$ cat config.mk
export PLATFORM = sky130hd
export DESIGN_NAME = stable_priority_queue_flat
export DESIGN_NICKNAME = d
export VERILOG_FILES = /design/src/hdl/spq_pkg.sv /design/src/hdl/spq_in_if.sv /design/src/hdl/spq_out_if.sv /design/src/hdl/stable_priority_queue.sv /design/src/hdl/spq_ctrl.sv /design/src/hdl/spq_dp.sv /design/src/flat_wrapper.sv
export SDC_FILE = /design/constraint.sdc
export NUM_CORES = 2
export LEC_CHECK = 0
export BUFFER_PORTS_ARGS = -buffer_cell sky130_fd_sc_hd__buf_2
export CORE_MARGIN = 3
export CORE_UTILIZATION = 45
export CTS_BUF_LIST = sky130_fd_sc_hd__clkbuf_4 sky130_fd_sc_hd__clkbuf_8
export CTS_CLUSTER_DIAMETER = 200
export DETAILED_ROUTE_END_ITERATION = 6
export GPL_TIMING_DRIVEN = 0
export PLACE_DENSITY_LB_ADDON = 0.25
export SLEW_MARGIN = 20
export SYNTH_ARGS = -nofsm -noshare
export SYNTH_HDL_FRONTEND = slang
export SYNTH_SLANG_ARGS = --single-unit
$ cat constraint.sdc
create_clock -name clk_i -period 7.3 [get_ports clk_i]
set_input_delay 0.73 -clock clk_i [delete_from_list [all_inputs] [get_ports clk_i]]
set_output_delay 0.73 -clock clk_i [all_outputs]
set_load 0.1 [all_outputs]
$ cat src/hdl/spq_pkg.sv
// ----------------------------------------------------------------------------
// spq_pkg
// Shared types and constants for the stable priority queue: record layout,
// controller commands, datapath status, result word and controller states.
// ----------------------------------------------------------------------------
package spq_pkg;

  // Queue depth and width of the fill counter (must hold Depth itself)
  localparam int Depth = 16;
  localparam int CntW  = $clog2(Depth + 1);
  localparam int OccW  = 5;

  // Action codes
  localparam logic ACT_PUSH = 1'b0;
  localparam logic ACT_POP  = 1'b1;

  // One stored event record, 44 bits
  typedef struct packed {
    logic [7:0]         prio;
    logic [7:0]         sys;
    logic [7:0]         res;
    logic [3:0]         stat;
    logic signed [15:0] amt;
  } rec_t;

  // Command from controller to datapath
  typedef struct packed {
    logic load;      // capture a new result word
    logic push;      // insert the incoming record
    logic pop;       // remove the head record
    logic accepted;  // result flag for this transfer
  } cmd_t;

  // Status from datapath to controller
  typedef struct packed {
    logic empty;
    logic full;
  } status_t;

  // Registered result word
  typedef struct packed {
    logic            accepted;
    rec_t            rec;
    logic [OccW-1:0] occupancy;
    logic            full_res;
  } res_t;

  // Output register state
  typedef enum logic {
    ST_IDLE,
    ST_HOLD
  } state_e;

endpackage

$ cat src/hdl/spq_in_if.sv
// ----------------------------------------------------------------------------
// spq_in_if
// Request channel: push or pop with the event record, valid/ready handshake.
// ----------------------------------------------------------------------------
interface spq_in_if;
  logic               valid;
  logic               ready;
  logic               action;
  logic [7:0]         priority_req;
  logic [7:0]         system_id;
  logic [7:0]         resource_id;
  logic [3:0]         status;
  logic signed [15:0] amount;

  modport source (
    output valid, action, priority_req, system_id, resource_id, status, amount,
    input  ready
  );
  modport sink (
    input  valid, action, priority_req, system_id, resource_id, status, amount,
    output ready
  );
endinterface

$ cat src/hdl/spq_out_if.sv
// ----------------------------------------------------------------------------
// spq_out_if
// Result channel: outcome flag, popped record and occupancy, valid/ready.
// ----------------------------------------------------------------------------
interface spq_out_if;
  logic               valid;
  logic               ready;
  logic               accepted;
  logic [7:0]         out_priority;
  logic [7:0]         out_system_id;
  logic [7:0]         out_resource_id;
  logic [3:0]         out_status;
  logic signed [15:0] out_amount;
  logic [4:0]         occupancy;
  logic               full_res;

  modport source (
    output valid, accepted, out_priority, out_system_id, out_resource_id,
           out_status, out_amount, occupancy, full_res,
    input  ready
  );
  modport sink (
    input  valid, accepted, out_priority, out_system_id, out_resource_id,
           out_status, out_amount, occupancy, full_res,
    output ready
  );
endinterface

$ cat src/hdl/stable_priority_queue.sv
// Throughput: one push or pop per cycle; a new item transfers while the
// previous result waits, as long as the result channel takes it.
// Latency: the result is presented the cycle after the input transfer; one
// comparator per entry picks the insert slot within that cycle.
// Reset: the fill count and the result register state clear; stored records
// are not cleared and are never read until written.
// ----------------------------------------------------------------------------
// stable_priority_queue
// Fixed-depth priority queue of event records, served highest priority
// first and in arrival order among equal priorities.
// ----------------------------------------------------------------------------
module stable_priority_queue (
  input  logic       clk_i,
  input  logic       rst_ni,
  spq_in_if.sink     in_i,
  spq_out_if.source  out_o
);

  spq_pkg::cmd_t    cmd;
  spq_pkg::status_t status;
  spq_pkg::rec_t    rec;
  spq_pkg::res_t    res;

  // Gather the incoming record
  always_comb begin
    rec.prio = in_i.priority_req;
    rec.sys  = in_i.system_id;
    rec.res  = in_i.resource_id;
    rec.stat = in_i.status;
    rec.amt  = in_i.amount;
  end

  spq_ctrl u_ctrl (
    .clk_i       (clk_i),
    .rst_ni      (rst_ni),
    .in_valid_i  (in_i.valid),
    .in_action_i (in_i.action),
    .out_ready_i (out_o.ready),
    .status_i    (status),
    .in_ready_o  (in_i.ready),
    .out_valid_o (out_o.valid),
    .cmd_o       (cmd)
  );

  spq_dp u_dp (
    .clk_i    (clk_i),
    .rst_ni   (rst_ni),
    .cmd_i    (cmd),
    .rec_i    (rec),
    .status_o (status),
    .res_o    (res)
  );

  // Drive the result channel
  assign out_o.accepted        = res.accepted;
  assign out_o.out_priority    = res.rec.prio;
  assign out_o.out_system_id   = res.rec.sys;
  assign out_o.out_resource_id = res.rec.res;
  assign out_o.out_status      = res.rec.stat;
  assign out_o.out_amount      = res.rec.amt;
  assign out_o.occupancy       = res.occupancy;
  assign out_o.full_res        = res.full_res;

endmodule

$ cat src/hdl/spq_ctrl.sv
// ----------------------------------------------------------------------------
// spq_ctrl
// Controller: tracks the result register, grants input transfers and turns
// each transfer into a push, pop or no-op command for the datapath.
// ----------------------------------------------------------------------------
module spq_ctrl (
  input  logic             clk_i,
  input  logic             rst_ni,
  input  logic             in_valid_i,
  input  logic             in_action_i,
  input  logic             out_ready_i,
  input  spq_pkg::status_t status_i,
  output logic             in_ready_o,
  output logic             out_valid_o,
  output spq_pkg::cmd_t    cmd_o
);

  spq_pkg::state_e state_q, state_d;
  logic            in_fire;

  assign in_fire = in_valid_i & in_ready_o;

  // State register
  always_ff @(posedge clk_i or negedge rst_ni) begin
    if (!rst_ni) begin
      state_q <= spq_pkg::ST_IDLE;
    end else begin
      state_q <= state_d;
    end
  end

  // Next state: hold the result until taken, refill on a new transfer
  always_comb begin
    state_d = state_q;
    case (state_q)
      spq_pkg::ST_IDLE: begin
        if (in_fire) state_d = spq_pkg::ST_HOLD;
      end
      spq_pkg::ST_HOLD: begin
        if (out_ready_i && !in_fire) state_d = spq_pkg::ST_IDLE;
      end
      default: state_d = spq_pkg::ST_IDLE;
    endcase
  end

  // Outputs: handshake and datapath command
  always_comb begin
    in_ready_o   = 1'b0;
    out_valid_o  = 1'b0;
    case (state_q)
      spq_pkg::ST_IDLE: begin
        in_ready_o = 1'b1;
      end
      spq_pkg::ST_HOLD: begin
        in_ready_o  = out_ready_i;
        out_valid_o = 1'b1;
      end
      default: begin
        in_ready_o  = 1'b0;
        out_valid_o = 1'b0;
      end
    endcase
  end

  always_comb begin
    cmd_o.load     = in_fire;
    cmd_o.push     = in_fire && (in_action_i == spq_pkg::ACT_PUSH) && !status_i.full;
    cmd_o.pop      = in_fire && (in_action_i == spq_pkg::ACT_POP) && !status_i.empty;
    cmd_o.accepted = cmd_o.push | cmd_o.pop;
  end

  // Checks
  a_no_drop: assert property (@(posedge clk_i) disable iff (!rst_ni)
    (out_valid_o && !out_ready_i) |=> out_valid_o)
    else $error("result dropped while stalled");
  a_cmd_excl: assert property (@(posedge clk_i) disable iff (!rst_ni)
    !(cmd_o.push && cmd_o.pop))
    else $error("push and pop issued together");
  a_load_valid: assert property (@(posedge clk_i) disable iff (!rst_ni)
    cmd_o.load |=> out_valid_o)
    else $error("loaded result not presented");

endmodule

$ cat src/hdl/spq_dp.sv
// ----------------------------------------------------------------------------
// spq_dp
// Datapath: sorted shift-register array of event records with one priority
// comparator per entry, fill counter and the registered result word.
// ----------------------------------------------------------------------------
module spq_dp (
  input  logic             clk_i,
  input  logic             rst_ni,
  input  spq_pkg::cmd_t    cmd_i,
  input  spq_pkg::rec_t    rec_i,
  output spq_pkg::status_t status_o,
  output spq_pkg::res_t    res_o
);

  spq_pkg::rec_t             entries_q [spq_pkg::Depth];
  spq_pkg::rec_t             entries_d [spq_pkg::Depth];
  logic [spq_pkg::CntW-1:0]  count_q, count_d;
  logic [spq_pkg::Depth-1:0] ge;
  spq_pkg::res_t             res_q, res_d;

  // Per-entry compare: stored and at least as urgent as the new record
  for (genvar i = 0; i < spq_pkg::Depth; i++) begin : g_cmp
    assign ge[i] = (spq_pkg::CntW'(i) < count_q) && (entries_q[i].prio >= rec_i.prio);
  end

  // Next entry: keep, insert, shift down on push, shift up on pop
  for (genvar i = 0; i < spq_pkg::Depth; i++) begin : g_ent
    spq_pkg::rec_t below;
    spq_pkg::rec_t above;
    logic          first_free;
    if (i == 0) begin : g_first
      assign below      = entries_q[0];
      assign first_free = 1'b1;
    end else begin : g_rest
      assign below      = entries_q[i-1];
      assign first_free = ge[i-1];
    end
    if (i == spq_pkg::Depth - 1) begin : g_last
      assign above = entries_q[i];
    end else begin : g_mid
      assign above = entries_q[i+1];
    end

    always_comb begin
      entries_d[i] = entries_q[i];
      if (cmd_i.push) begin
        if (ge[i])           entries_d[i] = entries_q[i];
        else if (first_free) entries_d[i] = rec_i;
        else                 entries_d[i] = below;
      end else if (cmd_i.pop) begin
        entries_d[i] = above;
      end
    end

    always_ff @(posedge clk_i) begin
      if (cmd_i.push || cmd_i.pop) entries_q[i] <= entries_d[i];
    end
  end

  // Fill counter
  always_comb begin
    count_d = count_q;
    if (cmd_i.push)     count_d = count_q + spq_pkg::CntW'(1);
    else if (cmd_i.pop) count_d = count_q - spq_pkg::CntW'(1);
  end

  always_ff @(posedge clk_i or negedge rst_ni) begin
    if (!rst_ni) begin
      count_q <= '0;
    end else begin
      count_q <= count_d;
    end
  end

  assign status_o.empty = (count_q == '0);
  assign status_o.full  = (count_q == spq_pkg::CntW'(spq_pkg::Depth));

  // Result word: head record on a pop, zero otherwise
  always_comb begin
    res_d.accepted  = cmd_i.accepted;
    res_d.rec       = cmd_i.pop ? entries_q[0] : '0;
    res_d.occupancy = spq_pkg::OccW'(32'(count_d));
    res_d.full_res  = (count_d == spq_pkg::CntW'(spq_pkg::Depth));
  end

  always_ff @(posedge clk_i) begin
    if (cmd_i.load) res_q <= res_d;
  end

  assign res_o = res_q;

  // Checks
  a_cnt_range: assert property (@(posedge clk_i) disable iff (!rst_ni)
    count_q <= spq_pkg::CntW'(spq_pkg::Depth))
    else $error("fill count beyond depth");
  a_push_inc: assert property (@(posedge clk_i) disable iff (!rst_ni)
    cmd_i.push |=> count_q == $past(count_q) + spq_pkg::CntW'(1))
    else $error("push did not advance count");
  a_pop_dec: assert property (@(posedge clk_i) disable iff (!rst_ni)
    cmd_i.pop |=> count_q == $past(count_q) - spq_pkg::CntW'(1))
    else $error("pop did not reduce count");
  a_push_room: assert property (@(posedge clk_i) disable iff (!rst_ni)
    cmd_i.push |-> !status_o.full)
    else $error("push into full queue");

endmodule

$ cat src/flat_wrapper.sv
// flat-port wrapper written by rule: the top's interface ports become plain ports
module stable_priority_queue_flat 
  (clk_i, rst_ni, in_i_valid, in_i_action, in_i_priority_req, in_i_system_id, in_i_resource_id, in_i_status, in_i_amount, in_i_ready, out_o_valid, out_o_accepted, out_o_out_priority, out_o_out_system_id, out_o_out_resource_id, out_o_out_status, out_o_out_amount, out_o_occupancy, out_o_full_res, out_o_ready);
  spq_in_if in_i_i ();
  spq_out_if out_o_i ();
  input  logic clk_i;
  input  logic rst_ni;
  input wire logic [$bits(in_i_i.valid)-1:0] in_i_valid;
  input wire logic [$bits(in_i_i.action)-1:0] in_i_action;
  input wire logic [$bits(in_i_i.priority_req)-1:0] in_i_priority_req;
  input wire logic [$bits(in_i_i.system_id)-1:0] in_i_system_id;
  input wire logic [$bits(in_i_i.resource_id)-1:0] in_i_resource_id;
  input wire logic [$bits(in_i_i.status)-1:0] in_i_status;
  input wire logic [$bits(in_i_i.amount)-1:0] in_i_amount;
  output wire logic [$bits(in_i_i.ready)-1:0] in_i_ready;
  output wire logic [$bits(out_o_i.valid)-1:0] out_o_valid;
  output wire logic [$bits(out_o_i.accepted)-1:0] out_o_accepted;
  output wire logic [$bits(out_o_i.out_priority)-1:0] out_o_out_priority;
  output wire logic [$bits(out_o_i.out_system_id)-1:0] out_o_out_system_id;
  output wire logic [$bits(out_o_i.out_resource_id)-1:0] out_o_out_resource_id;
  output wire logic [$bits(out_o_i.out_status)-1:0] out_o_out_status;
  output wire logic [$bits(out_o_i.out_amount)-1:0] out_o_out_amount;
  output wire logic [$bits(out_o_i.occupancy)-1:0] out_o_occupancy;
  output wire logic [$bits(out_o_i.full_res)-1:0] out_o_full_res;
  input wire logic [$bits(out_o_i.ready)-1:0] out_o_ready;
  assign in_i_i.valid = in_i_valid;
  assign in_i_i.action = in_i_action;
  assign in_i_i.priority_req = in_i_priority_req;
  assign in_i_i.system_id = in_i_system_id;
  assign in_i_i.resource_id = in_i_resource_id;
  assign in_i_i.status = in_i_status;
  assign in_i_i.amount = in_i_amount;
  assign in_i_ready = in_i_i.ready;
  assign out_o_valid = out_o_i.valid;
  assign out_o_accepted = out_o_i.accepted;
  assign out_o_out_priority = out_o_i.out_priority;
  assign out_o_out_system_id = out_o_i.out_system_id;
  assign out_o_out_resource_id = out_o_i.out_resource_id;
  assign out_o_out_status = out_o_i.out_status;
  assign out_o_out_amount = out_o_i.out_amount;
  assign out_o_occupancy = out_o_i.occupancy;
  assign out_o_full_res = out_o_i.full_res;
  assign out_o_i.ready = out_o_ready;
  stable_priority_queue u_core (.clk_i(clk_i), .rst_ni(rst_ni), .in_i(in_i_i), .out_o(out_o_i));
endmodule
Yosys cells after proc, flatten, opt, wreduce, memory -nomap -nowiden:

Memory sizes are Yosys's and may differ from the RTL's.
Cells that the tools add are included.

* flip-flop bits (word level): 57
* bits in writable memories: 704
* input bits: 49
* logic and storage cells: 148
* memories kept: 1

* add/subtract/negate cells: 2
* order comparisons: 32
* equal/unequal tests: 2
* mux-type cells: 71
* bitwise gates (word level): 4
* reduce and logical (&&, ||, !) cells: 26

Memories
* u_core.u_dp.entries_q: words 16, width 44, read ports 16, clocked after Yosys merged registers in 0, wr ports 16, RTL line spq_dp.sv:15 `spq_pkg::rec_t entries_q [spq_pkg::Depth];`

Operators by type and width (count)
* 2-to-1 mux 44 bit: 62
* greater-or-equal comparator 8 bit: 16
* less-than comparator 4 x 5 -> 1 bit, first input constant: 8
* logical AND 1 bit: 21
* less-than comparator 3 x 5 -> 1 bit, first input constant: 4
* == test 5 bit, second input constant: 2
* less-than comparator 1 x 5 -> 1 bit, first input constant: 2
* less-than comparator 2 x 5 -> 1 bit, first input constant: 2
* 2-to-1 mux 5 bit: 2
* adder 5 x 1 -> 5 bit, second input constant: 1
* logical NOT 5 bit: 1
* 2-to-1 mux 1 bit: 5
* subtractor 5 x 1 -> 5 bit, second input constant: 1
* one-hot mux 1 bit (2 select lines): 2
* logical NOT 1 bit: 3
* inverter 1 bit: 2
* AND 1 bit: 1
* logical OR 1 bit: 1
* OR 1 bit: 1

Logic depth before layout (Yosys ltp):

* word-level depth: 8
* gate-level depth with buffers: 10

Cells and area by module:

A second synthesis with hierarchy kept.

* cells, all modules: 4208
* area total of the unflattened synthesis: 41995.3 µm²

By module, submodules not included
* spq_dp: instances 1, cells each 4198, area an instance 41898.9 µm², sequential area each 22796.9 µm²
* spq_ctrl: instances 1, cells each 10, area an instance 96.3 µm², sequential area each 25.0 µm²

Worst setup path before layout:

Ideal clock, no wire load.

* path kind: input to register
* from: input in_i_priority_req[5]
* to: memory u_core.u_dp.entries_q[0][44] in the netlist's numbering, enable pin
* library setup time: 0.506 ns
* arrival time: 5.661 ns
* data required time: 6.794 ns
* path slack: 1.132 ns
* cell stages on the path: 9
* path buffers: 2
* path through: inv_1 > ha_1 > a21o_1 > a221oi_1 > o21ai_1 > and2_1 > buf_2 > clkbuf_1 > o21ai_0

RTL lines
* start: declaration: RTL line flat_wrapper.sv:10 `input wire logic [$bits(in_i_i.priority_req)-1:0] in_i_priority_req;`
* end: declaration: RTL line spq_dp.sv:15

==> results.md <==
* H-tree depth at 4
* Top_reg_cell synth: edfxtp_1
* TritonCTS clock tree: done
* Final setup vio count at 0
* Largest net degree at the start of global routing at 45
* Grt total ovfl at 0
* Vias in the first global route at 33.8k
* Hpwl dp at 115000 um
* Final worst-path cycle share at 0.665
* Worst hold-check path type: input pin to flop
* Fin. Hold Viols at 0
* Hold-fix buffers, CTS at 1
* Startpoint types: input pin
* Lkg Pwr at 17.2 nW
* Initial Utilization at 0.458
* Number of vias per cell at 6.33
* Core area at 92500 um2
* Register share of total power at 0.417
* Hold_ws at 198 ps
* Cell area after synthesis at 42300 um2
* Row count at 111
* Clk pwr share at 0.257
* Total power draw at 15.2 mW
* Worst-path fanout max at 26
* Num CTS Buffers at 135
* Post-route ant nets at 0
* Syn Inst Count at 3914
* GRT Total Usage at 0.294
* IO Count at 102
* Setup_tns at 0 ps
* Min cycle time layout at 4850 ps
* Max-Cap Viols at 0
* Run status: completed
* Total wire length at 147000 um
* Clk slew on worst S/H paths at 60 ps
* Vias at 34.9k
* CP arrival at 5390 ps
* CP endpoint kind: flop
* Initial antenna violation count at 9
* Final instance area at 47600 um2
* Worst-Margin Slew at 1190 ps
* Post-CTS Resized at 0
* Post-Syn Nets at 4095
* Postcts setup bufs at 0
* Buffers on Ports at 101
* Net switching power at 5.73 mW
* CP required at 7840 ps
* Fmax at 0.206 GHz
* Net Sw Frac at 0.377
* Routability cong. at 0.955
* Synth cell types at 63
* Combinational power share at 0.326
* Fin nets at 4353
* Asr flop ratio synth at 0.00788
* Crit path kind: input pin to flop
* TritonCTS Sinks at 761
* Fin. max-slew vios at 0
* DRC at 0
* Share of cells above drive strength 1 at 0.149
* Pwr Density at 319 nW/um2
* Yosys warnings at 0
* Maximum vdd drop at 162 uV
* Skew final at 51.0 ps
* Commonest non-fill, non-tap cells in the layout: 755 x edfxtp_1, 506 x nand2_1, 488 x a21oi_1
* Register bit total from synthesis at 761
* Rel. slew slack at 0.204
* Die area at 97800 um2
* Cell internal pwr at 9.46 mW
* Root Buffer: clkbuf_8
* Sequential fraction of the synthesis area at 0.539
* Commonest non-fill, non-tap cell in the layout: edfxtp_1
* Area grow syn2layout at 12.4%
* First-pass GRT wire length at 214000 um
* TritonRoute pass-1 iters at 6
* Syn Area/Cell at 10.8 um2
* Clk_lat worst skew at 820 ps
* Post-DR wirelength/cell at 26.8 um
* Post-Place Cell Area at 45000 um2
* Unrepaired setup endpoints after global routing: false
* EDFF count, synth at 755
* Clock buffer depth at 3
* Die height at 313 um
* Die width at 313 um
* Initial DRC Count at 5012
## power by group through the flow
| stage | Clock (mW) | Sequential (mW) | Combinational [mW] |
|---|---|---|---|
| after global placement | 0 | 6.46 | 4.60 |
| after floorplan | 0 | 6.39 | 3.11 |
| after global routing | 4.13 | 6.37 | 5.30 |
| after CTS | 3.92 | 6.29 | 4.85 |
| final | 3.90 | 6.33 | 4.95 |
| after detailed placement | 0 | 6.38 | 4.83 |
## cells in the mapped netlist, drive strengths merged, types with 4 or more instances
master   instances  share of area
a2111oi          7         0.0025
a211o            9         0.0019
a21o            60          0.011
a21oi          490          0.058
a221o          431           0.10
a221oi           7         0.0014
a31oi           97          0.014
and2            61         0.0090
and3            45         0.0067
buf            231          0.028
clkbuf         202          0.018
dfrtp            6         0.0035
edfxtp         755           0.54
ha             132          0.039
inv             68         0.0060
mux2            43          0.011
nand2          508          0.045
nand2b          61         0.0090
nand3          102          0.012
nand4            5        0.00074
nor2           146          0.013
nor3            50         0.0060
o2111ai         51          0.011
o21a            53         0.0094
o21ai          115          0.014
o311ai          10         0.0021
o31a            43         0.0089
or3             88          0.013
xnor2            4        0.00083
## final timing paths
check,start,to,slack (ps),cells past startpoint
setup / recovery,in_i_priority_req[7],u_core.u_dp.entries_q[0][286],2450,11
min in group asynchronous,rst_ni,u_core.u_dp.count_q[2],300,2
max in group asynchronous,rst_ni,u_core.u_dp.count_q[0],6860,2
setup reg to reg,u_core.u_dp.count_q[1],u_core.u_dp.entries_q[1][284],3040,9
hold / removal,in_i_valid,u_core.u_ctrl.state_q,200,2
hold reg to reg,u_core.u_dp.entries_q[1][320],u_core.u_dp.entries_q[1][276],530,1
## sequential cells by signal, summed over array words and instances, names as in the netlist
register,flops
u_core.u_dp.entries_q,704
u_core.u_dp.res_o,51
u_core.u_dp.count_q,5
u_core.u_ctrl.state_q,1
## stage by stage
stage	utilization	instances	setup slack, ps
6_report	0.514	5507	2450
5_1_grt	0.514	5507	2380
4_1_cts	0.514	5502	3030
3_5_place_dp	0.487	5277	2210
3_3_place_gp	0.480	5258	-2460
2_1_floorplan	-	3914	1130
## kinds of logic (layout without fill, tap and decap cells)
group                    count (synthesis)  after routing  share of synthesized area
XOR/XNOR                                 4              4                   0.000828
flip-flops                             761            761                      0.539
multiplexers                            46             46                     0.0121
adder cells (fa/ha/maj)                132            132                     0.0390
AO/OA/AOI/OAI                         1395           1395                      0.240
other                                    0              5                          0
AND/OR/NAND/NOR                       1075           1075                      0.116
buffers and inverters                  501            846                     0.0523
## area by class of cell
type,instances,area (um2)
buffer,433,1960
tap,1243,1560
multi-input combinational,2652,17500
timing repair buffer,121,976
fill,8424,44900
inverter,68,255
clock buffer,184,2240
clock inverter,40,287
sequential,761,22800
antenna,5,12.5
## per-layer routing
layer,vias to the layer above,part of all wire,global-route usage
met1,16600,0.41,0.415
met5,-,0,0
met4,0,0.039,0.115
li1,15800,-,-
met3,308,0.12,0.0683
met2,2184,0.43,0.440
## critical path, stage by stage
cell and delay [ps]:
buf_2 270, clkinv_1 960, ha_1 710, and2_1 150, o2111ai_1 120, o21ai_1 890
and2_1 240, buf_2 230, buf_1 470, o21ai_4 300, buf_16 280
(Power assumes the default switching activity.)
